[config.mk]
export PLATFORM = sky130hd
export DESIGN_NAME = json_string_unescaper
export DESIGN_NICKNAME = d
export VERILOG_FILES = /design/src/sv/jsu_pkg.sv /design/src/sv/json_string_unescaper.sv /design/src/sv/jsu_input_buf.sv /design/src/sv/jsu_decode.sv /design/src/sv/jsu_result_reg.sv
export SDC_FILE = /design/constraint.sdc
export NUM_CORES = 1
export LEC_CHECK = 0
export ABC_AREA = 1
export BUFFER_PORTS_ARGS = -buffer_cell sky130_fd_sc_hd__buf_2
export CORE_AREA = 2 2 98 100
export DETAILED_ROUTE_END_ITERATION = 10
export DIE_AREA = 0 0 100 102
export GPL_TIMING_DRIVEN = 0
export HOLD_SLACK_MARGIN = 0.15
export PLACE_DENSITY_LB_ADDON = 0.12
export SYNTH_ARGS = -nofsm -noshare
export SYNTH_HDL_FRONTEND = slang
export SYNTH_SLANG_ARGS = --single-unit
[constraint.sdc]
create_clock -name clk -period 7.35 [get_ports clk]
set_input_delay 1.47 -clock clk [delete_from_list [all_inputs] [get_ports clk]]
set_output_delay 1.47 -clock clk [all_outputs]
set_load 0.05 [all_outputs]
[src/sv/jsu_pkg.sv]
// Shared types, codes and helper functions for the JSON string unescaper.
package jsu_pkg;

	localparam int unsigned MaxResults = 4;

	localparam logic [7:0] CharQuote     = 8'h22;
	localparam logic [7:0] CharBackslash = 8'h5C;
	localparam logic [7:0] CharU         = 8'h75;
	localparam logic [7:0] CharB         = 8'h62;
	localparam logic [7:0] CharF         = 8'h66;
	localparam logic [7:0] CharN         = 8'h6E;
	localparam logic [7:0] CharR         = 8'h72;
	localparam logic [7:0] CharT         = 8'h74;

	localparam logic [15:0] Utf8Max1 = 16'h007F;
	localparam logic [15:0] Utf8Max2 = 16'h07FF;
	localparam logic [7:0]  Utf8Lead2 = 8'hC0;
	localparam logic [7:0]  Utf8Lead3 = 8'hE0;
	localparam logic [7:0]  Utf8Cont  = 8'h80;
	localparam logic [7:0]  Utf8Mask6 = 8'h3F;

	typedef enum logic [2:0] {
		ST_DATA     = 3'd0,
		ST_DONE     = 3'd1,
		ST_NO_QUOTE = 3'd2,
		ST_BAD_HEX  = 3'd3,
		ST_TRUNC    = 3'd4
	} status_t;

	typedef enum logic [1:0] {
		MODE_IDLE   = 2'd0,
		MODE_STRING = 2'd1,
		MODE_ESCAPE = 2'd2,
		MODE_HEX    = 2'd3
	} mode_t;

	typedef struct packed {
		logic [7:0] data;
		logic       start;
		logic       eot;
	} in_item_t;

	typedef struct packed {
		status_t    status;
		logic [7:0] data;
	} result_t;

	typedef struct packed {
		result_t [MaxResults-1:0] entry;
		logic [2:0]               count;
	} run_t;

	// {valid, nibble}
	function automatic logic [4:0] hex_nibble(input logic [7:0] c);
		logic [4:0] r;
		r = 5'd0;
		if (c inside {[8'h30:8'h39]}) begin
			r = {1'b1, 4'(c - 8'h30)};
		end else if (c inside {[8'h61:8'h66]}) begin
			r = {1'b1, 4'(c - 8'h57)};
		end else if (c inside {[8'h41:8'h46]}) begin
			r = {1'b1, 4'(c - 8'h37)};
		end
		return r;
	endfunction

	function automatic logic [7:0] escape_char(input logic [7:0] c);
		logic [7:0] r;
		case (c)
			CharB: r = 8'h08;
			CharF: r = 8'h0C;
			CharN: r = 8'h0A;
			CharR: r = 8'h0D;
			CharT: r = 8'h09;
			default: r = c;
		endcase
		return r;
	endfunction

endpackage

[src/sv/json_string_unescaper.sv]
// Top level of the JSON string unescaper.
// Text bytes arrive on the text channel (text_valid / text_stall) with the
// start_of_string and end_of_text flags; decoded results leave on the result
// channel (result_valid / result_stall) as status, out_byte and last_of_run.
// A request is taken at a clock edge where valid is high and stall is low.
// Each text byte yields zero to four results; last_of_run marks the final one.
// The first result of a byte is shown from the result register once the byte
// has passed the input register and been decoded into a run. Throughput: one
// text byte per cycle while each byte yields at most one result and the
// receiver does not stall; a byte with more results holds the single result
// register until all have left, since it sends one result per cycle.
// The input side has a two-entry buffer, so text_stall is a registered flag
// that rises only once both entries are full.
// When the receiver stalls, the shown result holds unchanged and the input
// buffer fills, then text_stall rises.
// Reset (arst_n low) empties both buffers and returns the parser to idle, with
// no string open.
module json_string_unescaper (
	input  logic       clk,
	input  logic       arst_n,
	input  logic       text_valid,
	output logic       text_stall,
	input  logic [7:0] text_byte,
	input  logic       start_of_string,
	input  logic       end_of_text,
	output logic       result_valid,
	input  logic       result_stall,
	output logic [2:0] status,
	output logic [7:0] out_byte,
	output logic       last_of_run
);

	jsu_pkg::in_item_t in_item;
	jsu_pkg::in_item_t s1_item;
	jsu_pkg::run_t     run;
	logic              s1_valid;
	logic              take;

	assign in_item = '{text_byte, start_of_string, end_of_text};

	jsu_input_buf u_input_buf (
		.clk        (clk),
		.arst_n     (arst_n),
		.text_valid (text_valid),
		.text_stall (text_stall),
		.in_item    (in_item),
		.take       (take),
		.s1_valid   (s1_valid),
		.s1_item    (s1_item)
	);

	jsu_decode u_decode (
		.clk     (clk),
		.arst_n  (arst_n),
		.s1_item (s1_item),
		.take    (take),
		.run     (run)
	);

	jsu_result_reg u_result_reg (
		.clk          (clk),
		.arst_n       (arst_n),
		.s1_valid     (s1_valid),
		.run          (run),
		.take         (take),
		.result_valid (result_valid),
		.result_stall (result_stall),
		.status       (status),
		.out_byte     (out_byte),
		.last_of_run  (last_of_run)
	);

endmodule

[src/sv/jsu_input_buf.sv]
// Input register with skid entry: takes a request every cycle while stall is low; stall is registered.
module jsu_input_buf (
	input  logic               clk,
	input  logic               arst_n,
	input  logic               text_valid,
	output logic               text_stall,
	input  jsu_pkg::in_item_t  in_item,
	input  logic               take,
	output logic               s1_valid,
	output jsu_pkg::in_item_t  s1_item
);

	logic              s1_valid_q;
	logic              skid_valid_q;
	jsu_pkg::in_item_t s1_item_q;
	jsu_pkg::in_item_t skid_item_q;
	logic              accept;
	logic              s1_free;

	assign text_stall = skid_valid_q;
	assign accept     = text_valid & ~skid_valid_q;
	assign s1_free    = ~s1_valid_q | take;
	assign s1_valid   = s1_valid_q;
	assign s1_item    = s1_item_q;

	always_ff @(posedge clk or negedge arst_n) begin
		if (!arst_n) begin
			s1_valid_q   <= 1'b0;
			skid_valid_q <= 1'b0;
		end else if (s1_free) begin
			if (skid_valid_q) begin
				s1_valid_q   <= 1'b1;
				skid_valid_q <= 1'b0;
			end else begin
				s1_valid_q <= accept;
			end
		end else if (accept) begin
			skid_valid_q <= 1'b1;
		end
	end

	always_ff @(posedge clk) begin
		if (s1_free) begin
			if (skid_valid_q) begin
				s1_item_q <= skid_item_q;
			end else if (accept) begin
				s1_item_q <= in_item;
			end
		end else if (accept) begin
			// hold the request that cannot move yet
			skid_item_q <= in_item;
		end
	end

endmodule

[src/sv/jsu_decode.sv]
// Parser state and the single-pass decode of one text byte into a run of results.
module jsu_decode (
	input  logic              clk,
	input  logic              arst_n,
	input  jsu_pkg::in_item_t s1_item,
	input  logic              take,
	output jsu_pkg::run_t     run
);

	jsu_pkg::mode_t mode_q, mode_n;
	logic [1:0]     hex_cnt_q, hex_cnt_n;
	logic [15:0]    acc_q, acc_n;

	always_ff @(posedge clk or negedge arst_n) begin
		if (!arst_n) begin
			mode_q    <= jsu_pkg::MODE_IDLE;
			hex_cnt_q <= 2'd0;
			acc_q     <= 16'd0;
		end else if (take) begin
			mode_q    <= mode_n;
			hex_cnt_q <= hex_cnt_n;
			acc_q     <= acc_n;
		end
	end

	always_comb begin
		logic [7:0]  c;
		logic [4:0]  nib;
		logic [15:0] cp;
		logic [2:0]  n;
		jsu_pkg::result_t [jsu_pkg::MaxResults-1:0] res;

		c   = s1_item.data;
		nib = jsu_pkg::hex_nibble(c);
		cp  = {acc_q[11:0], nib[3:0]};
		n   = 3'd0;
		res = '0;
		mode_n    = mode_q;
		hex_cnt_n = hex_cnt_q;
		acc_n     = acc_q;

		if (s1_item.start) begin
			hex_cnt_n = 2'd0;
			acc_n     = 16'd0;
			if (c != jsu_pkg::CharQuote) begin
				mode_n = jsu_pkg::MODE_IDLE;
				res[n[1:0]] = '{jsu_pkg::ST_NO_QUOTE, 8'd0};
				n = n + 3'd1;
			end else begin
				mode_n = jsu_pkg::MODE_STRING;
			end
		end else begin
			case (mode_q)
				jsu_pkg::MODE_STRING: begin
					if (c == jsu_pkg::CharQuote) begin
						mode_n = jsu_pkg::MODE_IDLE;
						res[n[1:0]] = '{jsu_pkg::ST_DONE, 8'd0};
						n = n + 3'd1;
					end else if (c == jsu_pkg::CharBackslash) begin
						mode_n = jsu_pkg::MODE_ESCAPE;
					end else begin
						res[n[1:0]] = '{jsu_pkg::ST_DATA, c};
						n = n + 3'd1;
					end
				end
				jsu_pkg::MODE_ESCAPE: begin
					if (c == jsu_pkg::CharU) begin
						mode_n    = jsu_pkg::MODE_HEX;
						hex_cnt_n = 2'd0;
						acc_n     = 16'd0;
					end else begin
						mode_n = jsu_pkg::MODE_STRING;
						res[n[1:0]] = '{jsu_pkg::ST_DATA, jsu_pkg::escape_char(c)};
						n = n + 3'd1;
					end
				end
				jsu_pkg::MODE_HEX: begin
					if (!nib[4]) begin
						mode_n = jsu_pkg::MODE_IDLE;
						res[n[1:0]] = '{jsu_pkg::ST_BAD_HEX, 8'd0};
						n = n + 3'd1;
					end else begin
						acc_n = cp;
						if (hex_cnt_q == 2'd3) begin
							hex_cnt_n = 2'd0;
							mode_n    = jsu_pkg::MODE_STRING;
							// emit the code point as UTF-8
							if (cp <= jsu_pkg::Utf8Max1) begin
								res[0] = '{jsu_pkg::ST_DATA, cp[7:0]};
								n = 3'd1;
							end else if (cp <= jsu_pkg::Utf8Max2) begin
								res[0] = '{jsu_pkg::ST_DATA,
									jsu_pkg::Utf8Lead2 | {3'd0, cp[10:6]}};
								res[1] = '{jsu_pkg::ST_DATA,
									jsu_pkg::Utf8Cont | {2'd0, cp[5:0]}};
								n = 3'd2;
							end else begin
								res[0] = '{jsu_pkg::ST_DATA,
									jsu_pkg::Utf8Lead3 | {4'd0, cp[15:12]}};
								res[1] = '{jsu_pkg::ST_DATA,
									jsu_pkg::Utf8Cont | ({2'd0, cp[11:6]} & jsu_pkg::Utf8Mask6)};
								res[2] = '{jsu_pkg::ST_DATA,
									jsu_pkg::Utf8Cont | ({2'd0, cp[5:0]} & jsu_pkg::Utf8Mask6)};
								n = 3'd3;
							end
						end else begin
							hex_cnt_n = hex_cnt_q + 2'd1;
						end
					end
				end
				default: begin
				end
			endcase
		end

		if (s1_item.eot && mode_n != jsu_pkg::MODE_IDLE) begin
			mode_n    = jsu_pkg::MODE_IDLE;
			hex_cnt_n = 2'd0;
			res[n[1:0]] = '{jsu_pkg::ST_TRUNC, 8'd0};
			n = n + 3'd1;
		end

		run.entry = res;
		run.count = n;
	end

endmodule

[src/sv/jsu_result_reg.sv]
// Result register holding one run of up to four results, sent one per cycle while the receiver does not stall.
module jsu_result_reg (
	input  logic          clk,
	input  logic          arst_n,
	input  logic          s1_valid,
	input  jsu_pkg::run_t run,
	output logic          take,
	output logic          result_valid,
	input  logic          result_stall,
	output logic [2:0]    status,
	output logic [7:0]    out_byte,
	output logic          last_of_run
);

	logic          valid_q;
	logic [1:0]    idx_q;
	jsu_pkg::run_t run_q;
	logic          is_last;
	logic          advance;
	logic          finish;

	assign is_last = ({1'b0, idx_q} + 3'd1) == run_q.count;
	assign advance = valid_q & ~result_stall;
	assign finish  = advance & is_last;
	assign take    = s1_valid & (~valid_q | finish);

	always_ff @(posedge clk or negedge arst_n) begin
		if (!arst_n) begin
			valid_q <= 1'b0;
			idx_q   <= 2'd0;
		end else if (take) begin
			// a byte that yields nothing leaves the register empty
			valid_q <= run.count != 3'd0;
			idx_q   <= 2'd0;
		end else if (finish) begin
			valid_q <= 1'b0;
			idx_q   <= 2'd0;
		end else if (advance) begin
			idx_q <= idx_q + 2'd1;
		end
	end

	always_ff @(posedge clk) begin
		if (take) begin
			run_q <= run;
		end
	end

	assign result_valid = valid_q;
	assign status       = run_q.entry[idx_q].status;
	assign out_byte     = run_q.entry[idx_q].data;
	assign last_of_run  = is_last;

endmodule

After elaboration in Yosys (flattened, before gate mapping)
Index checks and enable logic that the tools add are counted.

word-level totals
  word-level logic and storage cells = 153
  output and inout port bits = 14
  bits in registers = 88
  bits of input ports = 14

cells by class
  mux-type cells = 64
  reductions and logical operators = 17
  add/sub/neg operators = 7
  bitwise gates (word level) = 14
  equality and inequality tests = 18
  $lt $le $gt $ge = 11

operators by type and width
  cell                                                                                  number
  22-bit two-way mux                                                                    3
  33-bit two-way mux                                                                    2
  8-bit by 7-bit equality test with 1-bit output (second input constant)                7
  11-bit two-way mux                                                                    5
  30-bit by 40-bit AND with 40-bit output                                               1
  40-bit NOT                                                                            1
  8-bit one-hot mux with 5 select lines                                                 1
  12-bit two-way mux                                                                    3
  11-bit one-hot mux with 3 select lines                                                1
  10-bit two-way mux                                                                    3
  2-bit two-way mux                                                                     15
  8-bit two-way mux                                                                     3
  12-bit one-hot mux with 2 select lines                                                1
  11-bit binary-select mux with 2-bit select                                            1
  11-bit demux with 2-bit select                                                        1
  19-bit two-way mux                                                                    1
  3-bit two-way mux                                                                     6
  17-bit two-way mux                                                                    1
  8-bit by 7-bit greater-or-equal comparator with 1-bit output (second input constant)  2
  16-bit by 11-bit <= comparator with 1-bit output (second input constant)              1
  16-bit by 7-bit <= comparator with 1-bit output (second input constant)               1
  8-bit by 7-bit <= comparator with 1-bit output (second input constant)                2
  5-bit two-way mux                                                                     3
  1-bit two-way mux                                                                     10
  other kinds (30)                                                                      56

Longest topological paths before layout
Gate-level depths: netlist of run 1.

  depth after elaboration = 19
  depth in mapped cells = 17
  mapped depth without buffers = 17

Cells and area by module
A second synthesis of run 1 with hierarchy kept.

second synthesis, totals
  cell total of the unflattened synthesis = 517
  area, all modules = 4879.7 um2

by module, submodules not included
  module          area an instance (um2)  sequential area each (um2)  times used  cells each
  jsu_decode      2097.0                  400.4                       1           313
  jsu_result_reg  1959.4                  1486.4                      1           139
  jsu_input_buf   823.3                   650.6                       1           65

Worst setup path before layout of run 1
No wires, ideal clock.

  path kind = flip-flop to output port
  from = register u_result_reg.idx_q[0]
  to = output out_byte[0]
  buffers on the path = 1
  slack = 3.908 ns
  cell stages (with the launch flop) = 5
  arrival = 1.972 ns
  data required time = 5.880 ns
  cells stage by stage = dfrtp_1 -> inv_1 -> clkbuf_1 -> nor2_1 -> o31ai_1

between the ends
  longest elaborated chain between the ends = 2

RTL lines
  what                                        line                         text
  start: declaration                          jsu_result_reg.sv:16         logic [1:0] idx_q;
  start signal: assignment                    jsu_result_reg.sv:39         idx_q <= idx_q + 2'd1;
  11-bit binary-select mux with 2-bit select  jsu_result_reg.sv:51         assign out_byte = run_q.entry[idx_q].data;
  11-bit two-way mux                          -
  end: declaration                            json_string_unescaper.sv:29  output logic [7:0] out_byte,

No other way between the ends. The select of a mux whose other input is x is not followed.

Worst setup path after layout of run 1
  from = register u_result_reg.idx_q[0]
  to = output status[2]

between the ends
  longest elaborated chain between the ends = 2

RTL lines
  what                                        line                         text
  11-bit binary-select mux with 2-bit select  jsu_result_reg.sv:50         assign status = run_q.entry[idx_q].status;
  11-bit two-way mux (implied by the code)    jsu_result_reg.sv:50
  end: declaration                            json_string_unescaper.sv:28  output logic [2:0] status,

No other way between the ends. The select of a mux whose other input is x is not followed.

==> run_results.csv, run 1 <==
group,metric,value,unit
status,status,"finished, final reports clean",
die,die-area,0.0102,sq mm
critical_path,reg2reg_from,"u_input_buf.s1_item[3]",
timing,holdWs,0.499,ns
critical_path,critical_path_arrival,1.89,ns
detailed_routing,drt_iter0_drc,143,
timing,fin_setup_tns,0,ns
clock_network,clk_latency,0.35,ns
detailed_routing,drc,0,
worst_hold_path,holdPathStages,2,
clock_network,numCtsBuffers,9,
cells_and_area,final_common_cell,"nand2_1",
detailed_routing,routed.top_layer,"met4",
clock_network,post_cts_buffers,0,
logic_synthesis,ys_seq_area_frac,0.514,
die,die_w,100,um
die,pin_count,28,
die,initial_core_util,0.440,
place,io_buffers,27,
timing,slew_viol_final,0,
logic_synthesis,ys_ff_latch,72,
critical_path,worstSetupPathType,"register to output pin",
timing,fin_skew,0.0111,ns
clock_network,clock-sinks,72,
place,dp_cells,584,
critical_path,cp_top_family,"buffers and inverters",
critical_path,r2r-end,"u_result_reg.run_q[7]",
global_route,first_global_vias,2989,
cells_and_area,nets,510,
global_route,track_usage,0.189,
power_and_ir_drop,pwr_density_cell,442,mW/mm^2
place,hpwl,6.67,mm
cells_and_area,final_cell_mix,"nand2_1 (93), inv_1 (52), edfxtp_1 (51)",
timing,period_share,0.457,
clock_network,cts_tree,"done",
critical_path,critPathBufInv,3,
timing,rsz0062_at_grt,"false",
cells_and_area,insertedDiodeCount,0,
run,drv_cap,0,
cells_and_area,fin_cells,601,
cells_and_area,fin_area,0.00452,sq mm
critical_path,path_max_fanout,10,
die,coreArea,0.00911,sq mm
clock_network,cts_resized,0,
timing,hold_viol_final,0,
logic_synthesis,synth_warnings,0,
cells_and_area,syn_to_final_growth,12.8,%
timing,fmax,298,MHz
detailed_routing,wire_per_inst,15.0,um
detailed_routing,antenna_left,0,
critical_path,start_kind,"register",
timing,worstMarginPinSlew,1.22,ns
critical_path,r2r_cells,12,
place,placed_area,0.00428,sq mm
clock_network,root_buffer,"clkbuf_8",
critical_path,critical_path_required,5.88,ns
global_route,antenna_found_initial,0,
logic_synthesis,synth_fp_nets,471,
die,die_h,102,um
logic_synthesis,postSynthCellCount,446,
detailed_routing,dr_wl_met3,361,um
cells_and_area,drive_gt1_frac,0.180,
power_and_ir_drop,vdd_ir_drop_max,0.180,mV
logic_synthesis,synth.distinct_cells,42,
logic_synthesis,syn_avg_cell_area,8.98,sq um
global_route,grt-ovfl-total,0,
die,row_count,35,
detailed_routing,vias_per_cell,5.11,
place,gp_congestion,0.936,
clock_network,path_clk_slew,0.09,ns
timing,slew_headroom,0.177,
critical_path,reg2reg_slack,4.63,ns
worst_hold_path,worstHoldStart,"u_input_buf.s1_valid",
global_route,grt_max_degree,35,
critical_path,endpoint_kind,"output pin",
clock_network,cts_hold_buf,0,
worst_hold_path,hold_end,"u_result_reg.result_valid",
logic_synthesis,syn_area,0.00401,sq mm
detailed_routing,dr.pass1.iters,5,
power_and_ir_drop,p_leak,1.93,nW
clock_network,cts_htree_levels,3,
critical_path,cpPeakStageDelay,0.44,ns
clock_network,clock_path_buffers,2,
worst_hold_path,hold_path.class,"register to register",
timing,setup_viol,0,
global_route,grt_first_pass_wirelength,14.9,mm
detailed_routing,dr_wl_met2,4.31,mm
detailed_routing,vias,3069,
detailed_routing,routed_wirelength,9.00,mm
critical_path,path_cells,"inv_1 -> clkbuf_1 -> nand2_1 -> a32oi_1 -> buf_2",
detailed_routing,met1_length,4.17,mm
critical_path,slowest_stage,"dfrtp_1",
timing,fin_crit,3.36,ns
-- report_power, final --
group,internal [mW],switching (mW),leakage (nW)
Combinational,0.245,0.715,1.07
Sequential,0.601,0.0887,0.753
Clock,0.191,0.156,0.101
Total,1.04,0.959,1.93
-- synthesized netlist by cell type --
cell	n	share of area
nand3_2	5	0.012
nor2_4	1	0.0028
o21a_1	1	0.0019
o211ai_2	1	0.0031
o21ai_1	6	0.0075
xor2_1	3	0.0066
nor2_2	12	0.019
buf_4	2	0.0037
o211ai_1	2	0.0037
o22ai_1	3	0.0047
edfxtp_1	51	0.38
nor4_1	1	0.0016
o31ai_1	8	0.015
clkbuf_1	7	0.0066
dfrtp_1	21	0.13
nand3_1	38	0.047
o21ai_4	1	0.0041
inv_6	1	0.0022
ha_1	11	0.034
nor2_1	50	0.047
nor3_1	2	0.0025
nand3b_1	2	0.0037
inv_2	4	0.0037
xnor2_1	1	0.0022
a22oi_1	6	0.011
nand2_4	3	0.0084
nand4_4	1	0.0053
a32oi_1	1	0.0022
nand2_1	93	0.087
nand2_8	1	0.0050
buf_1	1	0.00094
a21oi_4	1	0.0041
a21boi_2	1	0.0028
or2_2	1	0.0016
a31oi_1	2	0.0031
a21oi_1	13	0.016
nand2_2	6	0.0094
nand4_1	6	0.0094
a221oi_1	2	0.0044
nor3_2	3	0.0075
o21ai_0	18	0.022
inv_1	53	0.050
-- sequential cells by signal, summed over array words and instances, names as in the netlist --
| register | count |
|---|---|
| u_input_buf.s1_item | 10 |
| u_input_buf.text_stall | 1 |
| u_decode.mode_q | 2 |
| u_input_buf.skid_item_q | 10 |
| u_result_reg.run_q | 31 |
| u_input_buf.s1_valid | 1 |
| u_decode.acc_q | 12 |
| u_decode.hex_cnt_q | 2 |
| u_result_reg.idx_q | 2 |
| u_result_reg.result_valid | 1 |
-- area by class of cell --
type | count | area (sq um)
Fill cell | 888 | 4590
Sequential cell | 72 | 2060
Timing Repair Buffer | 28 | 155
Tap cell | 111 | 139
Clock inverter | 7 | 96.3
Clock buffer | 9 | 124
Multi-Input combinational cell | 306 | 1680
Buffer | 10 | 45.0
Inverter | 58 | 223
-- worst max path at each step --
stage	from	end	slack, ns	cells after the start
finish	u_result_reg.idx_q[0]	status[2]	3.99	5
global route	u_result_reg.idx_q[0]	status[2]	3.77	5
CTS	result_stall	u_decode.hex_cnt_q[0]	3.93	9
detailed placement	result_stall	u_decode.hex_cnt_q[0]	3.56	9
global placement	result_stall	u_decode.hex_cnt_q[1]	3.62	9
floorplan	u_result_reg.idx_q[0]	out_byte[0]	3.91	4
-- metal layers --
| metal | GRT usage | vias up |
|---|---|---|
| met4 | 0.0717 | 0 |
| met3 | 0.0287 | 14 |
| met2 | 0.320 | 74 |
| met1 | 0.248 | 1400 |
| li1 | - | 1581 |
| met5 | 0 | - |
-- metrics by stage --
step | utilization | power (mW) | worst slack [ns]
after CTS | 0.494 | 2.00 | 3.93
final | 0.496 | 2.00 | 3.99
after global routing | 0.496 | 2.14 | 3.77
after floorplan | - | 1.41 | 3.91
after global placement | 0.470 | 1.64 | 3.62
after detailed placement | 0.470 | 1.65 | 3.56
-- kinds of logic after synthesis --
group | after synthesis | synth area share
AND/OR/NAND/NOR | 225 | 0.270
flip-flops | 72 | 0.514
buffers and inverters | 68 | 0.0669
XOR/XNOR | 4 | 0.00875
adder cells (fa/ha/maj) | 11 | 0.0344
AO/OA/AOI/OAI | 66 | 0.107
-- worst min-delay path, stage by stage (launching register included) --
cell	delay [ns]
dfrtp_1	0.36
nand2_1	0.06
nand2_1	0.05
No activity file was read; power rests on OpenSTA's default activity.
==> run 2, diff against run 1 <==
==> constraint.sdc (replaced) <==
create_clock -name clk -period 3.03 [get_ports clk]
set_input_delay 0.606 -clock clk [delete_from_list [all_inputs] [get_ports clk]]
set_output_delay 0.606 -clock clk [all_outputs]
set_load 0.05 [all_outputs]
==> run 2 against run 1 <==
Effect of this change:
- clock power rose by 140%
- clock skew barely moved
- combinational power rose by 140%
- critical path type is now register to register
==> run_results.csv, run 2 (synthesized netlist as in run 1, its figures left out) <==
group,metric,value,unit
clock_network,clock_path_buffers,2,
detailed_routing,routed.top_layer,"met4",
critical_path,critical_path_arrival,2.79,ns
status,status,"finished, final reports clean",
critical_path,critical_path_required,3.12,ns
run,drv_cap,0,
die,coreArea,0.00911,sq mm
critical_path,worstSetupPathType,"register to register",
detailed_routing,dr.pass1.iters,5,
detailed_routing,drt_iter0_drc,157,
global_route,first_global_vias,2989,
detailed_routing,dr_wl_met3,341,um
clock_network,path_clk_slew,0.08,ns
power_and_ir_drop,pwr_density_cell,1070,mW/mm^2
detailed_routing,drc,0,
detailed_routing,vias,3086,
cells_and_area,largestRegisters,"u_result_reg.run_q (31), u_decode.acc_q (12)",
detailed_routing,dr_wl_met2,4.41,mm
power_and_ir_drop,totalPowerFinal,4.84,mW
timing,setup_viol,0,
clock_network,cts_htree_levels,3,
cells_and_area,syn_to_final_growth,12.6,%
global_route,grt-ovfl-total,0,
global_route,grt_max_degree,35,
timing,fin_skew,0.0108,ns
clock_network,clk_latency,0.35,ns
cells_and_area,insertedDiodeCount,0,
clock_network,clock-sinks,72,
timing,period_share,0.891,
timing,slew_viol_final,0,
cells_and_area,final_cell_mix,"nand2_1 (93), inv_1 (52), edfxtp_1 (51)",
clock_network,numCtsBuffers,9,
global_route,track_usage,0.189,
die,row_count,35,
detailed_routing,met1_length,4.21,mm
cells_and_area,largest_reg_flops,31,
critical_path,path_max_fanout,8,
place,hpwl,6.67,mm
place,io_buffers,27,
die,die-area,0.0102,sq mm
critical_path,startpoint,"u_input_buf.s1_item[3]",
timing,fin_crit,2.70,ns
critical_path,start_kind,"register",
detailed_routing,vias_per_cell,5.13,
timing,hold_viol_final,0,
die,die_w,100,um
cells_and_area,nets,510,
timing,slew_headroom,0.178,
detailed_routing,routed_wirelength,9.11,mm
cells_and_area,top_register,"u_result_reg.run_q",
global_route,grt_first_pass_wirelength,14.9,mm
worst_hold_path,hold_path.class,"input port to async pin",
die,die_h,102,um
die,pin_count,28,
global_route,antenna_found_initial,0,
timing,fin_setup_tns,0,ns
detailed_routing,wire_per_inst,15.2,um
die,initial_core_util,0.440,
power_and_ir_drop,vdd_ir_drop_max,0.438,mV
timing,fmax,371,MHz
critical_path,endpoint_kind,"register",
clock_network,cts_tree,"done",
clock_network,cts_hold_buf,0,
timing,rsz0062_at_grt,"false",
detailed_routing,antenna_left,0,
timing,worstMarginPinSlew,1.22,ns
power_and_ir_drop,p_leak,1.92,nW
critical_path,reg2reg_from,"u_input_buf.s1_item[3]",
cells_and_area,drive_gt1_frac,0.182,
clock_network,root_buffer,"clkbuf_8",
place,gp_congestion,0.936,
cells_and_area,final_common_cell,"nand2_1",
run 2: cell count changes in the layout (fill, tap and decap cells not counted), sizes merged:
cell,delta
clkinv,-1
buf,-1
clkinvlp,+2
run 2: area by class of cell:
class	instances	area, sq um
multi-input combinational	306	1680
clock buffer	9	124
sequential	72	2060
timing repair buffer	27	135
clock inverter	7	96.3
fill	888	4600
inverter	58	226
buffer	10	45.0
tap	111	139
timing repair inverter	1	7.51
run 2: worst paths after layout:
path	end	cells past startpoint	slack, ns
worst max-delay path	u_result_reg.run_q[9]	12	0.33
worst min-delay path	u_decode.acc_q[11]	1	0.22
worst max register to register	u_result_reg.run_q[9]	12	0.33
worst min register to register	u_result_reg.result_valid	2	0.50
max in group asynchronous	u_decode.mode_q[0]	1	2.46
min in group clk	u_input_buf.skid_item_q[2]	1	0.44
run 2: critical path, stage by stage (launching register included):
cell      delay [ns]
edfxtp_1        0.50
inv_1           0.19
ha_1            0.23
inv_1           0.07
nand3b_1        0.10
nand3_2         0.19
nand3b_1        0.16
nand3_1         0.13
a21boi_2        0.22
ha_1            0.18
inv_1           0.07
o21ai_4         0.28
a21oi_1         0.10
run 2: per-layer routing:
layer	vias to the layer above	GRT usage
met5	-	0
met4	0	0.0717
met3	8	0.0287
met2	67	0.320
li1	1582	-
met1	1429	0.248
run 2: repair_timing:
item                       4_1_cts  5_1_grt
gates cloned                     0        1
pin swaps                        0        0
gates resized for setup          1        1
setup endpoints to repair        1        4
setup buffers                    0        0
run 2: through the flow:
step	instance area [sq um]	hold slack (ns)	cells	setup WS (ns)	utilization
floorplan	4010	0.310	446	0.122	-
global placement	4280	0.483	584	0.104	0.470
detailed placement	4280	0.487	584	0.0198	0.470
CTS	4500	0.223	600	0.111	0.494
global route	4510	0.243	601	0.0648	0.495
finish	4510	0.217	601	0.332	0.495
run 2: report_power, final:
part / internal [mW] / switching, mW / total [mW] / leakage (nW)
sequential: 1.46 / 0.213 / 1.67 / 0.753
combinational: 0.571 / 1.76 / 2.33 / 1.06
clock: 0.463 / 0.380 / 0.843 / 0.101
==> run 3, diff against run 2 <==
--- a/config.mk
+++ b/config.mk
@@ -7,12 +7,13 @@
 export LEC_CHECK = 0
 export ABC_AREA = 1
 export BUFFER_PORTS_ARGS = -buffer_cell sky130_fd_sc_hd__buf_2
-export CORE_AREA = 2 2 98 100
+export CORE_AREA = 2 2 108 110
 export DETAILED_ROUTE_END_ITERATION = 10
-export DIE_AREA = 0 0 100 102
+export DIE_AREA = 0 0 110 112
 export GPL_TIMING_DRIVEN = 0
-export HOLD_SLACK_MARGIN = 0.15
+export HOLD_SLACK_MARGIN = 0.03
 export PLACE_DENSITY_LB_ADDON = 0.12
 export SYNTH_ARGS = -nofsm -noshare
 export SYNTH_HDL_FRONTEND = slang
+export SYNTH_HIERARCHICAL = 1
 export SYNTH_SLANG_ARGS = --single-unit
==> run 3 against run 2 <==
Effect of this change:
- die area up 21%
- sequential power up 15%
- worst hold slack better by 0.015 ns
- non-clock buffer count increased by 21
- clock skew decreased by 0.0045 ns
- critical path depth rose by 2
- sequential cell count grew 16
- final cell count up 20%
- routed wire length grew 16%
- area after synthesis increased by 22%
- clock-buffer cell count unchanged
==> run_results.csv, run 3 <==
group,metric,value,unit
cells_and_area,drive_gt1_frac,0.231,
run,drv_cap,0,
place,hpwl,7.82,mm
logic_synthesis,synth_common_cells,"nand2_1 (95), nor2_1 (76), edfxtp_1 (67), inv_1 (48), nand3_1 (27)",
critical_path,start_kind,"register",
critical_path,slowest_stage,"edfxtp_1",
logic_synthesis,synth_top_area_share,0.412,
power_and_ir_drop,p_leak,2.41,nW
clock_network,cts_hold_buf,0,
timing,holdWs,0.232,ns
logic_synthesis,synthXorXnorAreaFrac,0.00513,
die,coreArea,0.0112,sq mm
timing,slew_viol_final,0,
detailed_routing,drt_iter0_drc,193,
cells_and_area,post-route-util,0.501,
cells_and_area,largest_reg_flops,47,
logic_synthesis,synth.distinct_cells,44,
cells_and_area,top_register,"u_result_reg/run_q",
timing,rsz0062_at_grt,"false",
status,status,"finished, final reports clean",
timing,worstMarginPinSlew,0.865,ns
critical_path,path_max_fanout,6,
global_route,antenna_found_initial,0,
logic_synthesis,synthMuxAreaShare,0,
logic_synthesis,synth_top_family_by_area,"simple AND/OR/NAND/NOR gates",
power_and_ir_drop,swShare,0.444,
power_and_ir_drop,pwr-share-clk,0.201,
logic_synthesis,synth_warnings,6,
detailed_routing,antenna_left,0,
cells_and_area,nets,597,
critical_path,path_cells,"inv_1 -> ha_1 -> nand2_1 -> nor2_1 -> nand3_1 -> nand2_1 -> nand2_1 -> nand3b_4 -> a21boi_4 -> inv_1 -> ha_1 -> o21ai_0 -> o31ai_1 -> nand2_1",
clock_network,cts_resized,0,
power_and_ir_drop,seq_power_share,0.356,
cells_and_area,insertedDiodeCount,0,
die,die_h,112,um
clock_network,cts_htree_levels,3,
place,placed_area,0.00531,sq mm
logic_synthesis,synthTopCellsByArea,"edfxtp_1 (41%), dfrtp_1 (11%), nand2_1 (7.3%)",
die,pin_count,28,
worst_hold_path,hold_path.class,"input port to async pin",
timing,slew_headroom,0.421,
logic_synthesis,synthSimpleGateAreaFrac,0.254,
cells_and_area,final_common_cell,"nand2_1",
power_and_ir_drop,totalPowerFinal,5.39,mW
cells_and_area,fin_area,0.00559,sq mm
power_and_ir_drop,switchingPower,2.39,mW
logic_synthesis,syn_avg_cell_area,9.44,sq um
timing,hold_viol_final,0,
die,initial_core_util,0.437,
place,io_buffers,27,
detailed_routing,vias_per_cell,4.98,
clock_network,clock_path_buffers,2,
critical_path,worstSetupPathType,"register to register",
clock_network,root_buffer,"clkbuf_16",
logic_synthesis,synth_flop_cell,"edfxtp_1",
global_route,grt-ovfl-total,0,
power_and_ir_drop,pwr_density_cell,963,mW/mm^2
logic_synthesis,synth_top_area_cell,"edfxtp_1",
die,row_count,39,
power_and_ir_drop,intPower,2.99,mW
detailed_routing,vias,3585,
critical_path,endpoint_kind,"register",
logic_synthesis,ys_seq_area_frac,0.520,
detailed_routing,drc,0,
die,die_w,110,um
global_route,grt_max_degree,29,
timing,fin_crit,2.61,ns
timing,fin_skew,0.00625,ns
cells_and_area,largestRegisters,"u_result_reg/run_q (47), u_decode/acc_q (12)",
logic_synthesis,async_flop_share,0.239,
clock_network,clk_latency,0.34,ns
logic_synthesis,syn_area,0.00488,sq mm
cells_and_area,final_cell_mix,"nand2_1 (95), nor2_1 (75), edfxtp_1 (67)",
detailed_routing,wire_per_inst,14.7,um
clock_network,numCtsBuffers,9,
timing,fmax,383,MHz
detailed_routing,routed_wirelength,10.6,mm
logic_synthesis,postSynthCellCount,517,
place,gp_congestion,0.905,
logic_synthesis,synth_compound_area_frac,0.101,
timing,period_share,0.861,
global_route,grt_first_pass_wirelength,17.2,mm
critical_path,cpPeakStageDelay,0.46,ns
global_route,first_global_vias,3461,
logic_synthesis,synth_adder_area_share,0.0282,
cells_and_area,syn_to_final_growth,14.6,%
place,pre_cts_slack,0.379,ns
die,die-area,0.0123,sq mm
logic_synthesis,synth.most_common_cell,"nand2_1",
clock_network,path_clk_slew,0.07,ns
critical_path,cp_common_cell,"nand2_1",
power_and_ir_drop,pwr-share-comb,0.443,
critical_path,critical_path_arrival,2.84,ns
logic_synthesis,ys_ff_latch,88,
logic_synthesis,synth_edf_count,67,
timing,setup_ws,0.420,ns
critical_path,critical_path_required,3.26,ns
clock_network,clock-sinks,88,
global_route,track_usage,0.183,
clock_network,post_cts_buffers,0,
detailed_routing,dr.pass1.iters,4,
power_and_ir_drop,vdd_ir_drop_max,0.872,mV
clock_network,cts_tree,"done",
timing,setup_viol,0,
run 3: changes by cell type in the layout (fill, tap and decap cells not counted), sizes merged, moves of 5 or more:
cell / change
nor2: +19
nand2: +9
conb: +16
clkinvlp: -5
o31ai: -7
o22ai: +11
buf: +27
a21oi: -6
a22oi: -5
o21ai: +25
edfxtp: +16
clkbuf: -6
run 3: routing by layer:
layer | global-route usage | part of all wire
met5 | 0 | 0
met4 | 0.0641 | 0.018
met3 | 0.0410 | 0.035
met2 | 0.303 | 0.50
met1 | 0.233 | 0.45
run 3: power by group through the flow:
stage	Sequential (mW)	Clock [mW]	Combinational, mW
final	1.92	1.08	2.39
after global routing	1.96	1.16	2.61
after CTS	1.92	1.11	2.40
after detailed placement	1.95	0	2.40
after global placement	1.95	0	2.29
after floorplan	1.92	0	1.78
run 3: final timing paths:
kind / depth (start not counted) / to / from / slack (ns)
setup / recovery: 14 / u_result_reg/result_valid / u_input_buf/s1_item[2] / 0.42
hold reg to reg: 2 / u_decode/acc_q[7] / u_decode/acc_q[3] / 0.52
hold / removal: 1 / u_decode/acc_q[4] / arst_n / 0.23
max in group asynchronous: 1 / u_result_reg/idx_q[0] / arst_n / 2.44
setup reg to reg: 14 / u_result_reg/result_valid / u_input_buf/s1_item[2] / 0.42
min in group clk: 1 / u_input_buf/skid_item_q[5] / text_byte[3] / 0.45
run 3: layout make-up:
| cell class | count | area, sq um |
|---|---|---|
| fillers | 1067 | 5580 |
| flip-flops and latches | 88 | 2540 |
| multi-input cells | 357 | 1960 |
| plain buffers | 29 | 226 |
| clock buffers | 9 | 225 |
| inverters | 58 | 221 |
| repair buffers | 29 | 183 |
| well taps | 143 | 179 |
| clock inverters | 7 | 61.3 |
run 3: worst max-delay path, delay by kind of cell (launching register included):
kind | cells | cell delay (ns)
compound gates | 3 | 0.55
fa+ha+maj | 2 | 0.47
buf+inv | 2 | 0.28
flops | 1 | 0.46
simple gates | 7 | 0.73
run 3: cell families (layout without fill, tap and decap cells):
family | Yosys count | after routing
AO/OA/AOI/OAI | 80 | 80
XOR/XNOR | 2 | 2
adder cells (fa/ha/maj) | 11 | 11
buffers and inverters | 87 | 132
flip-flops | 88 | 88
other | 1 | 16
AND/OR/NAND/NOR | 248 | 248
run 3: stage by stage:
step / TNS (ns) / instances
2_1_floorplan: 0 / 532
3_3_place_gp: -8.92 / 702
3_5_place_dp: 0 / 704
4_1_cts: 0 / 720
5_1_grt: 0 / 720
6_report: 0 / 720
